### src/rtl/core/pta_pkg.sv
// shared types, constants and decode functions for the product topology adjacency unit
`default_nettype none

package pta_pkg;

  localparam int unsigned NumDims    = 5;
  localparam int unsigned MaxDims    = 5;
  localparam int unsigned MaxDimSize = 16;
  localparam int unsigned NodeW      = 20;
  localparam int unsigned CoordW     = 4;
  localparam int unsigned SizeW      = 5;
  localparam int unsigned CountW     = 3;
  localparam int unsigned ShiftW     = 5;
  localparam int unsigned ThreeW     = 3;
  localparam int unsigned RecipW     = 28;
  localparam int unsigned RecipShift = 27;
  localparam int unsigned TotalW     = 21;
  localparam int unsigned Pow3W      = 8;
  localparam int unsigned CfgIdxW    = 3;
  localparam int unsigned CfgDataW   = 5;

  typedef enum logic [CfgIdxW-1:0] {
    CfgMode     = 3'd0,
    CfgDimCount = 3'd1,
    CfgSize0    = 3'd2,
    CfgSize1    = 3'd3,
    CfgSize2    = 3'd4,
    CfgSize3    = 3'd5,
    CfgSize4    = 3'd6
  } cfg_idx_e;

  typedef struct packed {
    logic       ok;
    logic [2:0] pow2;
    logic       three;
  } size_dec_t;

  typedef struct packed {
    logic              active;
    logic              last;
    logic              mode;
    logic [SizeW-1:0]  size;
    logic [ShiftW-1:0] shift;
    logic [RecipW-1:0] recip;
  } lane_cfg_t;

  typedef struct packed {
    logic              err;
    logic [TotalW-1:0] total;
  } glob_cfg_t;

  typedef struct packed {
    logic [CoordW-1:0] coord;
    logic              differ;
    logic              link;
  } lane_res_t;

  // every supported size is 2^k or 3*2^k
  function automatic size_dec_t size_decode(logic [SizeW-1:0] s, logic mode);
    size_dec_t d;
    d = '0;
    case (s)
      5'd2:  begin d.ok = 1'b1;  d.pow2 = 3'd1; end
      5'd3:  begin d.ok = !mode; d.three = 1'b1; end
      5'd4:  begin d.ok = 1'b1;  d.pow2 = 3'd2; end
      5'd6:  begin d.ok = !mode; d.pow2 = 3'd1; d.three = 1'b1; end
      5'd8:  begin d.ok = 1'b1;  d.pow2 = 3'd3; end
      5'd12: begin d.ok = !mode; d.pow2 = 3'd2; d.three = 1'b1; end
      5'd16: begin d.ok = 1'b1;  d.pow2 = 3'd4; end
      default: d = '0;
    endcase
    if (s > SizeW'(MaxDimSize)) d.ok = 1'b0;
    return d;
  endfunction

  // floor(2^27 / 3^b) + 1, exact quotient for any 20 bit dividend
  function automatic logic [RecipW-1:0] recip3(logic [ThreeW-1:0] b);
    logic [RecipW-1:0] r;
    case (b)
      3'd0:    r = 28'd134217729;
      3'd1:    r = 28'd44739243;
      3'd2:    r = 28'd14913081;
      3'd3:    r = 28'd4971027;
      3'd4:    r = 28'd1657009;
      default: r = '0;
    endcase
    return r;
  endfunction

  function automatic logic [Pow3W-1:0] pow3(logic [ThreeW-1:0] b);
    logic [Pow3W-1:0] r;
    case (b)
      3'd0:    r = 8'd1;
      3'd1:    r = 8'd3;
      3'd2:    r = 8'd9;
      3'd3:    r = 8'd27;
      3'd4:    r = 8'd81;
      3'd5:    r = 8'd243;
      default: r = '0;
    endcase
    return r;
  endfunction

endpackage

`default_nettype wire

### src/rtl/core/pta_lane.sv
// one dimension lane: prefix quotient of both nodes, then digit, difference and link
`default_nettype none

module pta_lane import pta_pkg::*; (
  input  wire logic              clk_i,
  input  wire logic              en_a_i,
  input  wire logic              en_b_i,
  input  wire logic [NodeW-1:0]  node_a_i,
  input  wire logic [NodeW-1:0]  node_b_i,
  input  wire lane_cfg_t         cfg_i,
  input  wire logic [CoordW-1:0] nxt_qa_i,
  input  wire logic [CoordW-1:0] nxt_qb_i,
  output logic [CoordW-1:0]      qa_lo_o,
  output logic [CoordW-1:0]      qb_lo_o,
  output lane_res_t              res_o
);

  localparam int unsigned ProdW = NodeW + RecipW;
  localparam int unsigned MulW  = SizeW + CoordW;

  logic [NodeW-1:0]  xa, xb;
  logic [ProdW-1:0]  pa, pb;
  logic [NodeW-1:0]  qa_q, qb_q;

  logic [MulW-1:0]   ma, mb;
  logic [CoordW-1:0] da, db;
  logic [SizeW-1:0]  ea, eb, sm1;
  logic              ring;
  lane_res_t         res_d, res_q;

  // stage a: floor(node / prefix product) by shift and reciprocal multiply
  assign xa = node_a_i >> cfg_i.shift;
  assign xb = node_b_i >> cfg_i.shift;
  assign pa = ProdW'(xa) * ProdW'(cfg_i.recip);
  assign pb = ProdW'(xb) * ProdW'(cfg_i.recip);

  always_ff @(posedge clk_i) begin
    if (en_a_i) begin
      qa_q <= pa[RecipShift +: NodeW];
      qb_q <= pb[RecipShift +: NodeW];
    end
  end

  assign qa_lo_o = qa_q[CoordW-1:0];
  assign qb_lo_o = qb_q[CoordW-1:0];

  // stage b: digit = q_i - size_i * q_(i+1), only the low bits matter
  assign ma = MulW'(cfg_i.size) * MulW'(nxt_qa_i);
  assign mb = MulW'(cfg_i.size) * MulW'(nxt_qb_i);

  always_comb begin
    if (!cfg_i.active) begin
      da = '0;
      db = '0;
    end else if (cfg_i.last) begin
      da = qa_q[CoordW-1:0];
      db = qb_q[CoordW-1:0];
    end else begin
      da = qa_q[CoordW-1:0] - ma[CoordW-1:0];
      db = qb_q[CoordW-1:0] - mb[CoordW-1:0];
    end
    ea   = SizeW'(da);
    eb   = SizeW'(db);
    sm1  = cfg_i.size - SizeW'(1);
    ring = (ea + SizeW'(1) == eb) || (eb + SizeW'(1) == ea) ||
           (ea == '0 && eb == sm1) || (eb == '0 && ea == sm1);
    res_d.coord  = da;
    res_d.differ = cfg_i.active && (da != db);
    res_d.link   = (da != db) && (cfg_i.mode ? ring : 1'b1);
  end

  always_ff @(posedge clk_i) begin
    if (en_b_i) res_q <= res_d;
  end

  assign res_o = res_q;

endmodule

`default_nettype wire

### config.mk
export PLATFORM = sky130hd
export DESIGN_NAME = pta_lane
export DESIGN_NICKNAME = d
export VERILOG_FILES = /design/src/rtl/core/pta_pkg.sv /design/src/rtl/core/pta_lane.sv
export SDC_FILE = /design/constraint.sdc
export NUM_CORES = 2
export LEC_CHECK = 0
export BUFFER_PORTS_ARGS = -buffer_cell sky130_fd_sc_hd__buf_4
export CELL_PAD_IN_SITES_DETAIL_PLACEMENT = 1
export CELL_PAD_IN_SITES_GLOBAL_PLACEMENT = 2
export CORE_AREA = 2 2 254 256
export CTS_CLUSTER_SIZE = 30
export DETAILED_ROUTE_END_ITERATION = 12
export DIE_AREA = 0 0 256 258
export GPL_TIMING_DRIVEN = 0
export PLACE_DENSITY_LB_ADDON = 0.1
export SYNTH_ARGS = -nofsm -noshare
export SYNTH_HDL_FRONTEND = slang
export SYNTH_SLANG_ARGS = --single-unit
### constraint.sdc
create_clock -name clk_i -period 31.7 [get_ports clk_i]
set_clock_uncertainty 0.1 [all_clocks]
set_input_delay 9.51 -clock clk_i [delete_from_list [all_inputs] [get_ports clk_i]]
set_output_delay 9.51 -clock clk_i [all_outputs]
set_load 0.02 [all_outputs]
After elaboration in Yosys (flattened, before gate mapping)
Index checks and enable logic that the tools add are counted.
Storage, ports and cells
  register bits: 14
  input port bits: 92
  output and inout port bits: 14
  word-level logic and storage cells: 35
Cells by class
  add/subtract/negate cells: 5
  $mul: 4
  equal/unequal tests: 5
  shift-type cells: 2
  mux-type cells: 5
  reduce and logical (&&, ||, !) cells: 9
Operators with widths (number)
  20-bit by 28-bit multiplier with 31-bit output: 2
  20-bit by 5-bit right shift with 20-bit output: 2
  4-bit 2-to-1 mux: 4
  4-bit by 1-bit adder with 5-bit output, second input constant: 2
  4-bit by 5-bit equality test with 1-bit output: 2
  5-bit by 4-bit equality test with 1-bit output: 2
  5-bit by 4-bit multiplier with 4-bit output: 2
  4-bit logical NOT: 2
  4-bit subtractor: 2
  5-bit by 1-bit subtractor with 5-bit output, second input constant: 1
  1-bit logical AND: 4
  4-bit != test: 1
  1-bit logical OR: 3
  1-bit 2-to-1 mux: 1

Longest topological paths before layout
  depth in word-level cells: 11
  gate-level depth with buffers: 37
  mapped depth without buffers: 32

Worst setup path before layout
Ideal clock, no wire load.
  kind: input-to-reg
  start: input cfg_i[28] (netlist bit)
  end: register qa_q[3], data pin
  library setup time: 268 ps
  arrival: 17206 ps
  data required time: 31332 ps
  slack: 14126 ps
  stages on the path: 32
  buffers on the path: 5
  path through: buf_4 buf_2 buf_2 buf_2 mux4_2 mux2_2 o21ai_0 o22ai_1 clkbuf_1 and2_1 fa_1 fa_1 inv_1 fa_1 inv_1 fa_1 fa_1 fa_1 inv_1 fa_1 inv_1 ha_1 a21o_1 a21oi_1 o21ai_0 a221oi_1 o221ai_1 a21o_1 a21oi_1 o32ai_1 nor2_1 xnor3_1
On the way
  word-level cells in the longest chain between the ends: 2
RTL lines
  from (decl): RTL line pta_lane.sv:10  | input wire lane_cfg_t cfg_i,
  20-bit by 5-bit right shift with 20-bit output: RTL line pta_lane.sv:32  | assign xa = node_a_i >> cfg_i.shift;
  20-bit by 28-bit multiplier with 31-bit output: RTL line pta_lane.sv:34  | assign pa = ProdW'(xa) * ProdW'(cfg_i.recip);
  net pa[30]: RTL line pta_lane.sv:22  | logic [ProdW-1:0] pa, pb;
  to (signal assigned): RTL line pta_lane.sv:39  | qa_q <= pa[RecipShift +: NodeW];
  to (decl): RTL line pta_lane.sv:23  | logic [NodeW-1:0] qa_q, qb_q;
The timed path passes the listed nets, and every way through them passes these cells.
A chain may end at the register's enable or synchronous reset.

Worst setup path after layout
  start: input cfg_i[30] (netlist bit)
  end: register qa_q[3], data pin
The elaborated chain is that of the path after synthesis.

==> flow_summary.ini <==
[power]
p_comb_frac = 0.956
intPower_mw = 0.823
switching_power_mw = 1.15
p_leak_nw = 15.1
power_frac_seq = 0.031
p_clk_frac = 0.013
p_per_area_nw_per_um2 = 65.7
ir_worst_vdd_mv = 0.0805
swShare = 0.583

[routing]
ant_nets = 0
vias_per_cell = 5.32
wl_um = 106000
drtIter0Drc = 1186
vias = 22419
wl_per_cell_um = 25.0
drt_first_pass_iters = 5
drc_errors = 0

[worst_setup_path]
critical_path_arrival_ns = 19.69
critPathLaunchType = input pin
critPathKind = input pin to flip-flop
reg2regPathDepth = 18
r2r_start = qb_q[2]
crit_buf_inv = 12
endpoint_kind = flip-flop
rr_endpoint = res_o[0]
path_max_fanout = 10
r2r_slack_ns = 27.11
cp_common_cell = fa_1
max_stage_delay_ns = 0.93
cp_slowest_cell = nor2_1
crit_family = adder cells
cp.required_ns = 31.53

[global_routing]
grt_pass1_wl_um = 160000
grtUsageTotal = 0.328
antenna_found_initial = 10
first_global_vias = 25423
grtUsageMet3 = 0.0408
grt_max_degree = 11
busiest_layer = met2
gr-total-overflow = 0
use_met1 = 0.417
grtUsageMet2 = 0.570

[clock_network]
cts_max_level = 1
max-clock-path-buffers = 2
numCtsBuffers = 3
worstSkewPairLatency_ns = 0.25
cts_tree = yes
cts_root_buffer = clkbuf_16
cts.clk_slew.worst_paths_ns = 0.05
holdBufCountCts = 0
ctsResizeCount = 0
cts_sinks = 14
cts_setup_buffers = 0

[synthesis]
ys_seq_area_frac = 0.0149
synth_warnings = 0
synth_top_area_frac = 0.474
synth_edf_count = 14
synth_flop_cell = edfxtp_1
synth_cell_types = 67
synthTopCellsByArea = fa_1 47%, inv_1 11%, and2_1 8.3%, ha_1 8.0%, nand2_1 7.0%
syn_area_per_cell_um2 = 8.64
ys_ff_latch = 14
syn-num-nets = 4205
async_flop_share = 0
synthesis.area_um2 = 28200
yosysTopAreaCell = fa_1
syn_inst = 3264

[die]
core_um2 = 63600
die_y_um = 258
start_util = 0.443
ios = 106
die_w_um = 256
row_count = 93
die_area_um2 = 66000

[placed_design]
dp.final_hpwl_um = 90300
gp_congestion = 0.950
numPortBuffers = 87
dp.cells = 4208

[finish]
fin_nets = 4299
final_common_cell = inv_1
layout_common_cells = 806 x inv_1, 668 x fa_1, 524 x nand2_1
final_cells = 4213
drive_gt1_frac = 0.0524
syn_to_final_growth_pct = 6.51

[sta]
period_needed_ns = 19.86
hold_viol_final = 0
timing.final.max_slew_violations = 0
setup_violations = 0
setup_tns_ns = 0
period_share = 0.626
fmax_ghz = 0.0504
rsz0062_at_grt = false
tightestPinTransition_ns = 1.41
slew_headroom = 0.0625

[hold_path]
min_from = qa_q[3]
min_path_cells = 2
whs_endpoint = res_o[5]
hp-class = flip-flop to flip-flop

[status]
outcome = complete, no violations

[job]
maxCapViolCount = 0
stage by stage:
step	hold WS, ns	area, um^2	power [mW]	utilization	setup slack [ns]
floorplan	0.859	28200	1.33	-	14.13
global placement	0.901	29900	1.87	0.470	11.61
detailed placement	0.902	29900	1.96	0.470	11.67
CTS	0.910	30000	1.99	0.472	11.91
global route	0.979	30000	2.24	0.472	11.33
finish	0.908	30000	1.97	0.472	11.84
sequential cells by signal, indices dropped and copies added (netlist names):
name	count
qb_q	4
qa_q	4
res_o	6
routing by layer:
metal	up-vias	share of wire	wire length (um)
met4	4	0.050	5270
met2	664	0.49	51400
met1	11894	0.41	43200
met5	-	0.00028	30
li1	9654	-	-
met3	203	0.054	5670
worst max-delay path by stage:
stage               depth (start not counted)  endpoint  slack (ns)  startpoint
floorplan                                  32   qa_q[3]       14.13   cfg_i[28]
global placement                           33   qa_q[3]       11.61   cfg_i[28]
detailed placement                         33   qa_q[3]       11.67   cfg_i[30]
CTS                                        36   qa_q[3]       11.91   cfg_i[30]
global route                               34   qa_q[3]       11.33   cfg_i[30]
finish                                     36   qa_q[3]       11.84   cfg_i[30]
power by group through the flow:
stage,Combinational (mW),Sequential [mW],Clock [mW]
after floorplan,1.26,0.0700,0
after global placement,1.80,0.0614,0
after detailed placement,1.89,0.0621,0
after CTS,1.91,0.0617,0.0254
after global routing,2.15,0.0630,0.0265
final,1.88,0.0614,0.0247
area by class of cell:
class                           count  area [um^2]
Tap cell                          855         1070
Sequential cell                    14          420
Clock buffer                        3         75.1
Antenna cell                        1         2.50
Buffer                            184          769
Multi-Input combinational cell   2258        24000
Fill cell                        7720        33600
Timing Repair Buffer               89          668
Clock inverter                      1         3.75
Inverter                          808         3030
Yosys cell counts (4+ instances only):
master    number
a21o_1        15
and2_1       376
inv_1        806
buf_2         12
mux2i_1       38
a211oi_1      10
nand2_1      524
nor4_1         4
nand2b_1      10
nand3b_1       6
edfxtp_1      14
nor3_1        11
buf_1          7
o21a_1        11
o21ai_0       41
buf_6          5
o211ai_1       8
mux4_2        20
mux2_2        19
clkbuf_1     153
nand3_1       17
nor2_1        72
o22ai_1       12
or2_2          5
xnor2_1       78
ha_1         181
fa_1         668
nor2b_1       11
a31oi_1        4
buf_4          7
a21oi_1       40
or3_1          5
xnor3_1        8
xor2_1        18
cells by family after synthesis:
kind of cell,after synthesis,share of synthesized area
AND/OR/NAND/NOR,1054,0.181
XOR/XNOR,104,0.0362
flip-flops,14,0.0149
buffers and inverters,992,0.135
AO/OA/AOI/OAI,173,0.0407
adder cells (fa/ha/maj),849,0.555
multiplexers,78,0.0376
tightest hold or removal path, cell delays in order (launching register included):
cell,delay [ns]
edfxtp_1,0.43
mux2i_1,0.20
nor2_1,0.17
No activity file was read; power rests on OpenSTA's default activity.
