--- src/rtl/core/pta_pkg.sv ---
// shared types, constants and decode functions for the product topology adjacency unit
`default_nettype none

package pta_pkg;

  localparam int unsigned NumDims    = 5;
  localparam int unsigned MaxDims    = 5;
  localparam int unsigned MaxDimSize = 16;
  localparam int unsigned NodeW      = 20;
  localparam int unsigned CoordW     = 4;
  localparam int unsigned SizeW      = 5;
  localparam int unsigned CountW     = 3;
  localparam int unsigned ShiftW     = 5;
  localparam int unsigned ThreeW     = 3;
  localparam int unsigned RecipW     = 28;
  localparam int unsigned RecipShift = 27;
  localparam int unsigned TotalW     = 21;
  localparam int unsigned Pow3W      = 8;
  localparam int unsigned CfgIdxW    = 3;
  localparam int unsigned CfgDataW   = 5;

  typedef enum logic [CfgIdxW-1:0] {
    CfgMode     = 3'd0,
    CfgDimCount = 3'd1,
    CfgSize0    = 3'd2,
    CfgSize1    = 3'd3,
    CfgSize2    = 3'd4,
    CfgSize3    = 3'd5,
    CfgSize4    = 3'd6
  } cfg_idx_e;

  typedef struct packed {
    logic       ok;
    logic [2:0] pow2;
    logic       three;
  } size_dec_t;

  typedef struct packed {
    logic              active;
    logic              last;
    logic              mode;
    logic [SizeW-1:0]  size;
    logic [ShiftW-1:0] shift;
    logic [RecipW-1:0] recip;
  } lane_cfg_t;

  typedef struct packed {
    logic              err;
    logic [TotalW-1:0] total;
  } glob_cfg_t;

  typedef struct packed {
    logic [CoordW-1:0] coord;
    logic              differ;
    logic              link;
  } lane_res_t;

  // every supported size is 2^k or 3*2^k
  function automatic size_dec_t size_decode(logic [SizeW-1:0] s, logic mode);
    size_dec_t d;
    d = '0;
    case (s)
      5'd2:  begin d.ok = 1'b1;  d.pow2 = 3'd1; end
      5'd3:  begin d.ok = !mode; d.three = 1'b1; end
      5'd4:  begin d.ok = 1'b1;  d.pow2 = 3'd2; end
      5'd6:  begin d.ok = !mode; d.pow2 = 3'd1; d.three = 1'b1; end
      5'd8:  begin d.ok = 1'b1;  d.pow2 = 3'd3; end
      5'd12: begin d.ok = !mode; d.pow2 = 3'd2; d.three = 1'b1; end
      5'd16: begin d.ok = 1'b1;  d.pow2 = 3'd4; end
      default: d = '0;
    endcase
    if (s > SizeW'(MaxDimSize)) d.ok = 1'b0;
    return d;
  endfunction

  // floor(2^27 / 3^b) + 1, exact quotient for any 20 bit dividend
  function automatic logic [RecipW-1:0] recip3(logic [ThreeW-1:0] b);
    logic [RecipW-1:0] r;
    case (b)
      3'd0:    r = 28'd134217729;
      3'd1:    r = 28'd44739243;
      3'd2:    r = 28'd14913081;
      3'd3:    r = 28'd4971027;
      3'd4:    r = 28'd1657009;
      default: r = '0;
    endcase
    return r;
  endfunction

  function automatic logic [Pow3W-1:0] pow3(logic [ThreeW-1:0] b);
    logic [Pow3W-1:0] r;
    case (b)
      3'd0:    r = 8'd1;
      3'd1:    r = 8'd3;
      3'd2:    r = 8'd9;
      3'd3:    r = 8'd27;
      3'd4:    r = 8'd81;
      3'd5:    r = 8'd243;
      default: r = '0;
    endcase
    return r;
  endfunction

endpackage

`default_nettype wire

--- src/rtl/core/pta_merge.sv ---
// merges lane results into the registered output transaction
`default_nettype none

module pta_merge import pta_pkg::*; (
  input  wire logic         clk_i,
  input  wire logic         en_i,
  input  wire lane_res_t    res_i [NumDims],
  input  wire logic         err_i,
  output logic              adjacent_o,
  output logic [CoordW-1:0] coord_o [NumDims],
  output logic [CountW-1:0] differ_count_o,
  output logic              error_o
);

  logic [CountW-1:0] cnt;
  logic              any_link;
  logic              adjacent_q;
  logic [CoordW-1:0] coord_q [NumDims];
  logic [CountW-1:0] differ_count_q;
  logic              error_q;

  always_comb begin
    cnt      = '0;
    any_link = 1'b0;
    for (int i = 0; i < NumDims; i++) begin
      cnt      = cnt + CountW'(res_i[i].differ);
      any_link = any_link | (res_i[i].differ & res_i[i].link);
    end
  end

  // an error blanks everything but the error flag
  always_ff @(posedge clk_i) begin
    if (en_i) begin
      adjacent_q     <= !err_i && (cnt == CountW'(1)) && any_link;
      differ_count_q <= err_i ? '0 : cnt;
      error_q        <= err_i;
      for (int i = 0; i < NumDims; i++) coord_q[i] <= err_i ? '0 : res_i[i].coord;
    end
  end

  assign adjacent_o     = adjacent_q;
  assign coord_o        = coord_q;
  assign differ_count_o = differ_count_q;
  assign error_o        = error_q;

endmodule

`default_nettype wire

--- config.mk ---
export PLATFORM = sky130hd
export DESIGN_NAME = pta_merge
export DESIGN_NICKNAME = d
export VERILOG_FILES = /design/src/rtl/core/pta_pkg.sv /design/src/rtl/core/pta_merge.sv
export SDC_FILE = /design/constraint.sdc
export NUM_CORES = 1
export LEC_CHECK = 0
export BUFFER_PORTS_ARGS = -buffer_cell sky130_fd_sc_hd__buf_2
export CAP_MARGIN = 15
export CORE_ASPECT_RATIO = 0.6
export CORE_MARGIN = 1.5
export CORE_UTILIZATION = 45
export CTS_CLUSTER_DIAMETER = 200
export DETAILED_ROUTE_END_ITERATION = 16
export PLACE_DENSITY_LB_ADDON = 0.15
export SYNTH_ARGS = -nofsm -noshare
export SYNTH_HDL_FRONTEND = slang
export SYNTH_SLANG_ARGS = --single-unit
--- constraint.sdc ---
create_clock -name clk_i -period 3.6 [get_ports clk_i]
set_input_delay 0.18 -clock clk_i [delete_from_list [all_inputs] [get_ports clk_i]]
set_output_delay 0.18 -clock clk_i [all_outputs]
set_load 0.03 [all_outputs]
After elaboration in Yosys (flattened, before gate mapping)
Index checks and enable logic that the tools add are counted.
{ "word_totals": {"register_bits": 25, "in_bits": 33, "output_inout_bits": 25, "wordCells": 25} }
{ "classes": {"addsub": 4, "eq_ne": 1, "bitwise": 9, "n_reduce_logical": 3} }
{ "ops": {"columns": ["cell", "count"], "rows": [
  ["adder 3 x 1 -> 3 bit", 2],
  ["AND 1 bit", 5],
  ["bitwise OR 1 bit", 4],
  ["adder 2 x 1 -> 3 bit", 1],
  ["== test 3 x 1 -> 1 bit, second input constant", 1],
  ["adder 1 x 1 -> 2 bit", 1],
  ["logical AND 1 bit", 2],
  ["zero test 1 bit", 1]
]} }

Logic depth before layout (Yosys ltp)
Gate-level depths: netlist (run 1).
{ "logic_depth": {"ltp_word": 7, "ltp_mapped": 7, "mapped_depth_nobuf": 7} }

Worst setup path before layout (run 1)
Ideal clock, no wire load.
{ "synth_timing": {"path_type": "input to register", "from": "input port res_i[1] (netlist bit)", "to": "register adjacent_q (netlist: adjacent_o) (data pin)", "setup_ns": 0.146, "arrival_time_ns": 1.946, "t_required_ns": 3.454, "path_slack_ns": 1.508, "cell_stages": 7, "path_buffers": 0, "cell_sequence": "fa_1 > inv_1 > fa_1 > inv_1 > ha_1 > or4_1 > a21oi_1"} }
{ "synth_via": {"elab_chain_cells": 4, "elab_cells_between_ends": 6, "cone_classes": "1 x add/sub; 1 x eq/ne; 2 x bitwise; 2 x reduce/logical"} }
{ "synth_rtl": {"columns": ["item", "line", "text"], "rows": [
  ["from (decl)", "pta_merge.sv:7", "input wire lane_res_t res_i [NumDims],"],
  ["adder 3 x 1 -> 3 bit", "pta_merge.sv:26", "cnt = cnt + CountW'(res_i[i].differ);"],
  ["named net cnt[1]", "pta_merge.sv:15", "logic [CountW-1:0] cnt;"],
  ["== test 3 x 1 -> 1 bit", "pta_merge.sv:34", "adjacent_q <= !err_i && (cnt == CountW'(1)) && any_link;"],
  ["logical AND 1 bit (2 in a row)", "pta_merge.sv:34", null],
  ["to (signal assigned)", "pta_merge.sv:34", null],
  ["to (decl)", "pta_merge.sv:17", "logic adjacent_q;"]
]} }
The timed path passes the listed nets, and every way through them passes these cells.
A chain may end at the register's enable or synchronous reset.

Worst setup path after layout (run 1)
Same ends and word-level chain as after synthesis.

==> key figures, run 1 <==
Cells and area
  • Most frequent cells in the layout: 57 x buf_2, 25 x edfxtp_1, 22 x nor2b_1
  • Final core occ: ~70%
  • Final #Nets: around 160
  • Fillers: 164
  • Register Area: around 750 um^2
  • Synth-to-layout area growth: 36.0%
  • Share of cells above drive strength 1: a little over 50%
  • Multi-input logic area: approximately 220 um^2
  • Most common cell after layout, fill and taps aside: buf_2
  • ANT cells: 0

Pwr
  • Static Leak: between 0.5 and 0.6 nW
  • Psw: approximately 0.16 mW
  • Int Pwr: 0.466 mW
  • Pwr Density: approximately 460 nW/um^2
  • Logic pwr share: between 10% and 20%
  • Sequential share of power: between 50% and 60%
  • Power Total: between 0.6 and 0.7 mW
  • Sw frac: between 20% and 30%
  • Clk pwr share: between 20 and 25%
  • Peak supply drop: between 0.3 and 0.4 mV

Logic synthesis
  • Cell taking the most area after synthesis: edfxtp_1
  • Synth top area cells: edfxtp_1 75%, nor2b_1 14%, fa_1 4.0%
  • Yosys cell types: 11
  • Sequential area share after synthesis: 75.3%
  • Seq cells post-synth: 25
  • Post-synth top area share: 75.3%
  • Syn nets: just under 100
  • Mapped Cells: between 60 and 70
  • Synth Cell Area: 997 um^2
  • Yosys Warn Count: 0
  • Syn_area_per_cell: ~16 um^2

Global routing
  • Total gr overflow: 0
  • First-pass GRT wire length: ~2500 um
  • Antenna violations before repair: 0
  • All-Layer GR Usage: about 14%
  • Number of global-route vias before repair: roughly 600
  • Pin count of the biggest net entering global routing: 26

Placed design
  • DP Worst Slack: 1.28 ns
  • I/O Buffers: between 50 and 60
  • Gpl congestion: between 0.6 and 0.7

Routing
  • DR WL/cell: 11.1 um
  • Antenna-violating nets left: 0
  • Via count: 661
  • Final WL: 1650 um
  • Number of remaining DRC errors: 0
  • Vias per inst: ~4.5
  • DRT iter0 DRCs: 15
  • First-pass DRT Iterations: 4

Critical path
  • Slowest cell on the critical path: fa_1
  • Critical Path AT: between 2 and 2.5 ns
  • CP max stage delay: around 0.53 ns
  • Setup Crit Path Kind: in2reg
  • Worst Setup Start Kind: input port
  • CP top delay family: adder cells
  • Crit-path cells: buf_2 -> fa_1 -> inv_1 -> fa_1 -> inv_1 -> ha_1 -> or4_1 -> a21oi_1
  • Critical path buffers and inverters: 3
  • CP Capture Type: flip-flop
  • CP required: roughly 3.7 ns
  • Crit-path max FO: 2

Clock tree
  • Clk buf depth: 2
  • Post-CTS Resized: 0
  • CTS tree: yes
  • Clk sinks: 25
  • Htree depth: 1
  • Root Buffer: clkbuf_8
  • Hold Buf Count CTS: 0
  • Worst-path clk slew: ~0.080 ns
  • Num CTS Buffers: 3
  • Setup Buffers After CTS: 0

Timing
  • Post-Route Setup TNS: 0 ns
  • Relative slew slack: around two thirds
  • Post-route setup slack: roughly 1.5 ns
  • Least-Margin Pin Slew: 0.516 ns
  • RSZ-0062 raised after global routing: false
  • Final Hold Fails: 0
  • Period utilization: 57.3%
  • Count of final setup violators: 0
  • Final Max Tran Viols: 0
  • F_max: roughly 490 MHz
  • Fin crit period: 2.06 ns

Floorplan
  • Std-Cell Rows: 12
  • Core area: approximately 2000 um^2
  • Die Span Y: 39.5 um
  • Die Wd: about 64 um
  • Io pins: just under 60
  • Die footprint: ~2500 um^2
  • Initial Utilization: between 50% and 60%

Outcome
  • Status: complete, no violations

Job
  • Max_cap viols: 0

Hold path
  • Worst min-delay path class: in2reg
==> stage by stage <==
stage	hold slack [ns]	area, um^2	cells
final	0.203	1360	148
after global routing	0.200	1360	148
after CTS	0.202	1360	148
after detailed placement	0.474	1310	144
after global placement	0.468	1310	144
after floorplan	0.279	997	61
==> cells in the mapped netlist <==
library cell and n:
inv_1 4, a222oi_1 1, clkbuf_1 2, fa_1 2
edfxtp_1 25, or4_1 1, nor2_1 1, ha_1 1
nor2b_1 22, a22oi_1 1, a21oi_1 1
==> final timing paths <==
path	from	end	slack (ns)	depth (start not counted)
hold / removal	res_i[2]	coord_o[0]	0.20	2
setup / recovery	res_i[1]	adjacent_o	1.54	8
==> state kept, by name, indices dropped and copies added, names as in the netlist <==
register        flops
error_o             1
differ_count_o      3
coord_o            20
adjacent_o          1
==> logic make-up after synthesis <==
kind of cell | count (synthesis) | share of synthesized area, %
AOI/OAI and AO/OA | 3 | 2.26
adders and majority gates | 3 | 5.27
buffers and inverters | 6 | 2.26
DFF | 25 | 75.3
and+or+nand+nor | 24 | 14.9
==> cell type report <==
type | instances | share of cell area, %
clock buffers | 3 | 3.04
multi-input cells | 30 | 16.5
repair buffers | 57 | 21.0
clock inverters | 1 | 0.369
flip-flops and latches | 25 | 55.4
inverters | 4 | 1.11
well taps | 28 | 2.58
==> power by group through the flow <==
stage,Sequential [mW],Combinational [mW],Clock [mW]
2_1_floorplan,0.411,0.0228,0
3_3_place_gp,0.359,0.120,0
3_5_place_dp,0.359,0.123,0
4_1_cts,0.353,0.123,0.159
5_1_grt,0.354,0.131,0.173
6_report,0.353,0.122,0.155
==> layer usage <==
layer,vias to the layer above,wire length (um),track usage (%)
met4,0,0,1.63
li1,331,-,-
met2,34,819,26.6
met1,296,675,15.2
met3,0,153,8.05
met5,-,0,0
(Power assumes the default switching activity.)
==> run 2, diff against run 1 <==
Settings changed: CORE_UTILIZATION 45 to 38.
Clock period 3.6 ns to 1.8 ns, I/O delays scaled along.
==> run 2 against run 1 <==
Effect of this change: final area up 2.0%; global-route usage down 1.9 points; core utilization down 14 points; critical path depth unchanged; wire length up 10%; cell count up 2.7%; via count up 1.8%; die area up 17%; critical path type unchanged.
==> key figures, run 2 (same netlist as run 1, synthesis figures left out) <==
Placed design
  • DP Area: 1320 um^2
  • DP HPWL: ~1300 um
  • Gpl congestion: a little over 0.7
  • Dpl cells: around 150
  • I/O Buffers: 57

Global routing
  • M3 GR Usage: under 10%
  • All-Layer GR Usage: about 12%
  • First-pass GRT wire length: 2750 um
  • Met2 GRT Util: just under 20%
  • Total gr overflow: 0
  • Pin count of the biggest net entering global routing: 26
  • Busiest grt layer: met2
  • Number of global-route vias before repair: 620
  • M1 GR Usage: 16.0%
  • Antenna violations before repair: 0

Floorplan
  • Die footprint: just under 3000 um^2
  • Die Span Y: 42.7 um
  • Io pins: 58
  • Std-Cell Rows: 14
  • Initial Utilization: around 40%
  • Die Wd: around 70 um
  • Core area: 2500 um^2

Cells and area
  • Most frequent cells in the layout: 57 x buf_2, 25 x edfxtp_1, 22 x nor2b_1
  • Max FFs per register: 20
  • Final Non-Filler Cells: between 150 and 200
  • Design area: 1380 um^2
  • Final core occ: between 50 and 60%
  • Most common cell after layout, fill and taps aside: buf_2
  • Synth-to-layout area growth: 38.8%
  • ANT cells: 0
  • Final #Nets: between 150 and 200
  • Share of cells above drive strength 1: a little under three fifths

Pwr
  • Pwr Density: around 930 nW/um^2
  • Static Leak: just under 0.6 nW
  • Peak supply drop: about 0.55 mV
  • Power Total: 1.28 mW

Critical path
  • CP required: just under 2 ns
  • Critical Path AT: 1.89 ns
  • Worst Setup Start Kind: input port
  • Crit-path max FO: 2
  • Setup Crit Path Kind: in2reg
  • CP Capture Type: flip-flop

Routing
  • First-pass DRT Iterations: 4
  • DR WL/cell: 11.9 um
  • Number of remaining DRC errors: 0
  • Final WL: around 1800 um
  • Vias per inst: around 4.4
  • Via count: between 600 and 700
  • DRT iter0 DRCs: 65
  • Antenna-violating nets left: 0

Hold path
  • Worst Hold Path EP: coord_o[15]
  • Worst hold start: res_i[23]
  • Cells on Worst Hold Path: 2
  • Worst min-delay path class: in2reg

Clock tree
  • Root Buffer: clkbuf_8
  • Hold Buf Count CTS: 0
  • Num CTS Buffers: 3
  • Worst-path clk slew: ~0.090 ns
  • Setup Buffers After CTS: 0
  • Clk buf depth: 2
  • CTS tree: yes
  • Htree depth: 1
  • Clk sinks: 25

Outcome
  • Status: complete, no violations

Timing
  • Least-Margin Pin Slew: between 0.5 and 0.6 ns
  • Period utilization: a little over nine tenths
  • Fin crit period: around 1.8 ns
  • Final Max Tran Viols: 0
  • Count of final setup violators: 0
  • Relative slew slack: between 60% and 70%
  • Final Hold Fails: 0
  • WHS: 0.108 ns
  • F_max: roughly 570 MHz

Job
  • Max_cap viols: 0
-- run 2: worst max-delay path, stage by stage --
cell,delay (ns)
buf_2,0.11
fa_1,0.53
inv_1,0.05
fa_2,0.33
inv_2,0.07
ha_4,0.19
or4_4,0.41
a21oi_2,0.11
-- run 2: per-layer routing --
metal,vias up,wire [um]
met1,310,844
li1,329,-
met4,0,0
met2,34,793
met5,-,0
met3,0,175
-- run 2: per-stage QoR --
stage / worst slack (ns) / setup TNS, ns
finish: 0.0366 / 0
global route: -0.00536 / -0.00536
CTS: 0.0123 / 0
detailed placement: -0.288 / -0.294
global placement: -0.210 / -0.210
floorplan: -0.0621 / -0.0621
-- run 2: layout make-up --
class                   instances  area (um^2)
fillers                       224         1120
inverters                       4         15.0
flip-flops and latches         25          751
repair buffers                 57          285
clock inverters                 1         5.00
clock buffers                   3         41.3
well taps                      32         40.0
multi-input cells              30          246
-- run 2: power by group --
group | switching, mW | internal (mW) | leakage (nW)
clock | 0.167 | 0.154 | 0.0255
combinational | 0.166 | 0.0917 | 0.325
sequential | 0.0102 | 0.695 | 0.241
total | 0.344 | 0.941 | 0.592
-- run 2: worst max-delay path by stage --
| stage | startpoint | endpoint | cells after the start |
|---|---|---|---|
| global route | res_i[1] | adjacent_o | 8 |
| finish | res_i[1] | adjacent_o | 8 |
| CTS | res_i[1] | adjacent_o | 8 |
| floorplan | res_i[1] | adjacent_o | 7 |
| detailed placement | res_i[1] | adjacent_o | 8 |
| global placement | res_i[1] | adjacent_o | 8 |
-- run 2: timing repair --
action                                  4_1_cts  5_1_grt
endpoints found under the hold margin         0        0
gates resized for setup                       1        3
endpoints found under the setup margin        1        1
==> run 3, diff against run 2 <==
Settings changed: SETUP_SLACK_MARGIN set to 0.15.
==> run 3 against run 2 <==
Effect of this change: setup slack stayed put; wire length stayed put; hold slack stayed put; fmax stayed put; sequential power hardly changed; die area stayed put; global-route usage stayed put.
==> key figures, run 3 (same netlist as run 1, synthesis figures left out) <==
Outcome
  • Status: complete, no violations

Timing
  • Final Hold Fails: 0
  • Final Max Tran Viols: 0
  • Fin crit period: 1.76 ns
  • Period utilization: approximately 98%
  • Least-Margin Pin Slew: about 0.56 ns
  • WHS: 0.108 ns
  • Relative slew slack: 62.9%
  • F_max: approximately 570 MHz
  • RSZ-0062 raised after global routing: true
  • Post-route setup slack: between 0.03 and 0.04 ns
  • Post-Route Setup TNS: 0 ns
  • Count of final setup violators: 0

Cells and area
  • ANT cells: 0
  • Max FFs per register: 20
  • Most common cell after layout, fill and taps aside: buf_2
  • Most frequent cells in the layout: 57 x buf_2, 25 x edfxtp_1, 22 x nor2b_1
  • Synth-to-layout area growth: 38.8%
  • Final #Nets: 157
  • Design area: between 1000 and 1500 um^2
  • Share of cells above drive strength 1: 55.0%
  • Final core occ: a little under three fifths

Global routing
  • All-Layer GR Usage: roughly 12%
  • Pin count of the biggest net entering global routing: 26
  • M3 GR Usage: 6.65%
  • Met2 GRT Util: a little under 20%
  • Antenna violations before repair: 0
  • Number of global-route vias before repair: between 600 and 700
  • Total gr overflow: 0
  • Busiest grt layer: met2
  • M1 GR Usage: roughly 16%
  • First-pass GRT wire length: 2750 um

Critical path
  • Slowest cell on the critical path: fa_1
  • Critical Path AT: ~1.9 ns
  • CP required: a little under 2 ns
  • Crit-path max FO: 2
  • Crit-path cells: buf_2 -> fa_1 -> inv_1 -> fa_2 -> inv_2 -> ha_4 -> or4_4 -> a21oi_2
  • CP Capture Type: flip-flop
  • Setup Crit Path Kind: in2reg
  • CP max stage delay: between 0.5 and 0.6 ns
  • Worst Setup Start Kind: input port

Clock tree
  • Setup Buffers After CTS: 0
  • Worst-path clk slew: 0.09 ns
  • Clk sinks: 25
  • Num CTS Buffers: 3
  • Clk buf depth: 2
  • CTS tree: yes
  • Root Buffer: clkbuf_8
  • Htree depth: 1
  • Post-CTS Resized: 1
  • Hold Buf Count CTS: 0

Routing
  • DRT iter0 DRCs: 65
  • Number of remaining DRC errors: 0
  • DR WL/cell: roughly 12 um
  • Vias per inst: 4.43
  • First-pass DRT Iterations: 4
  • Antenna-violating nets left: 0
  • Final WL: approximately 1800 um
  • Via count: roughly 670

Pwr
  • Pwr Density: a little over 900 nW/um^2
  • Peak supply drop: 0.550 mV
  • Static Leak: between 0.5 and 0.6 nW

Floorplan
  • Die footprint: about 3000 um^2
  • Die Wd: 69.1 um
  • Io pins: 58
  • Initial Utilization: approximately 40%
  • Die Span Y: roughly 43 um
  • Core area: approximately 2500 um^2
  • Std-Cell Rows: 14

Hold path
  • Worst min-delay path class: in2reg

Placed design
  • DP Area: 1320 um^2
  • I/O Buffers: 57
  • DP Worst Slack: -0.288 ns
  • DP HPWL: 1300 um
  • Gpl congestion: a little over 0.7

Job
  • Max_cap viols: 0
## run 3: cell counts in the layout (fill, tap and decap cells not counted)
No cell type changed its count.
## run 3: final timing paths
path | cells past startpoint | end | from | slack, ns
setup / recovery | 8 | adjacent_o | res_i[1] | 0.04
hold / removal | 2 | coord_o[15] | res_i[23] | 0.11
## run 3: power breakdown
part / switching [mW] / total (mW) / leakage (nW) / internal (mW)
registers: 0.0102 / 0.705 / 0.241 / 0.695
logic: 0.166 / 0.258 / 0.325 / 0.0917
clock network: 0.167 / 0.322 / 0.0255 / 0.154
total: 0.344 / 1.28 / 0.592 / 0.941
## run 3: worst max-delay path, delay by kind of cell
kind	cells	cell delay [ns]
simple gates	1	0.41
compound gates	1	0.11
buf+inv	3	0.23
fa+ha+maj	3	1.05
## run 3: cell type report
type                    count  area (um^2)
fillers                   224         1120
inverters                   4         15.0
clock inverters             1         5.00
well taps                  32         40.0
multi-input cells          30          246
repair buffers             57          285
flip-flops and latches     25          751
clock buffers               3         41.3
## run 3: metrics by stage
step	total power, mW	cells
floorplan	0.868	61
global placement	0.960	148
detailed placement	0.965	148
CTS	1.29	152
global route	1.35	152
finish	1.28	152
## run 3: routing by layer
metal / vias to the layer above / wire length (um)
met3: 0 / 175
met2: 34 / 793
met4: 0 / 0
met1: 310 / 844
met5: - / 0
li1: 329 / -
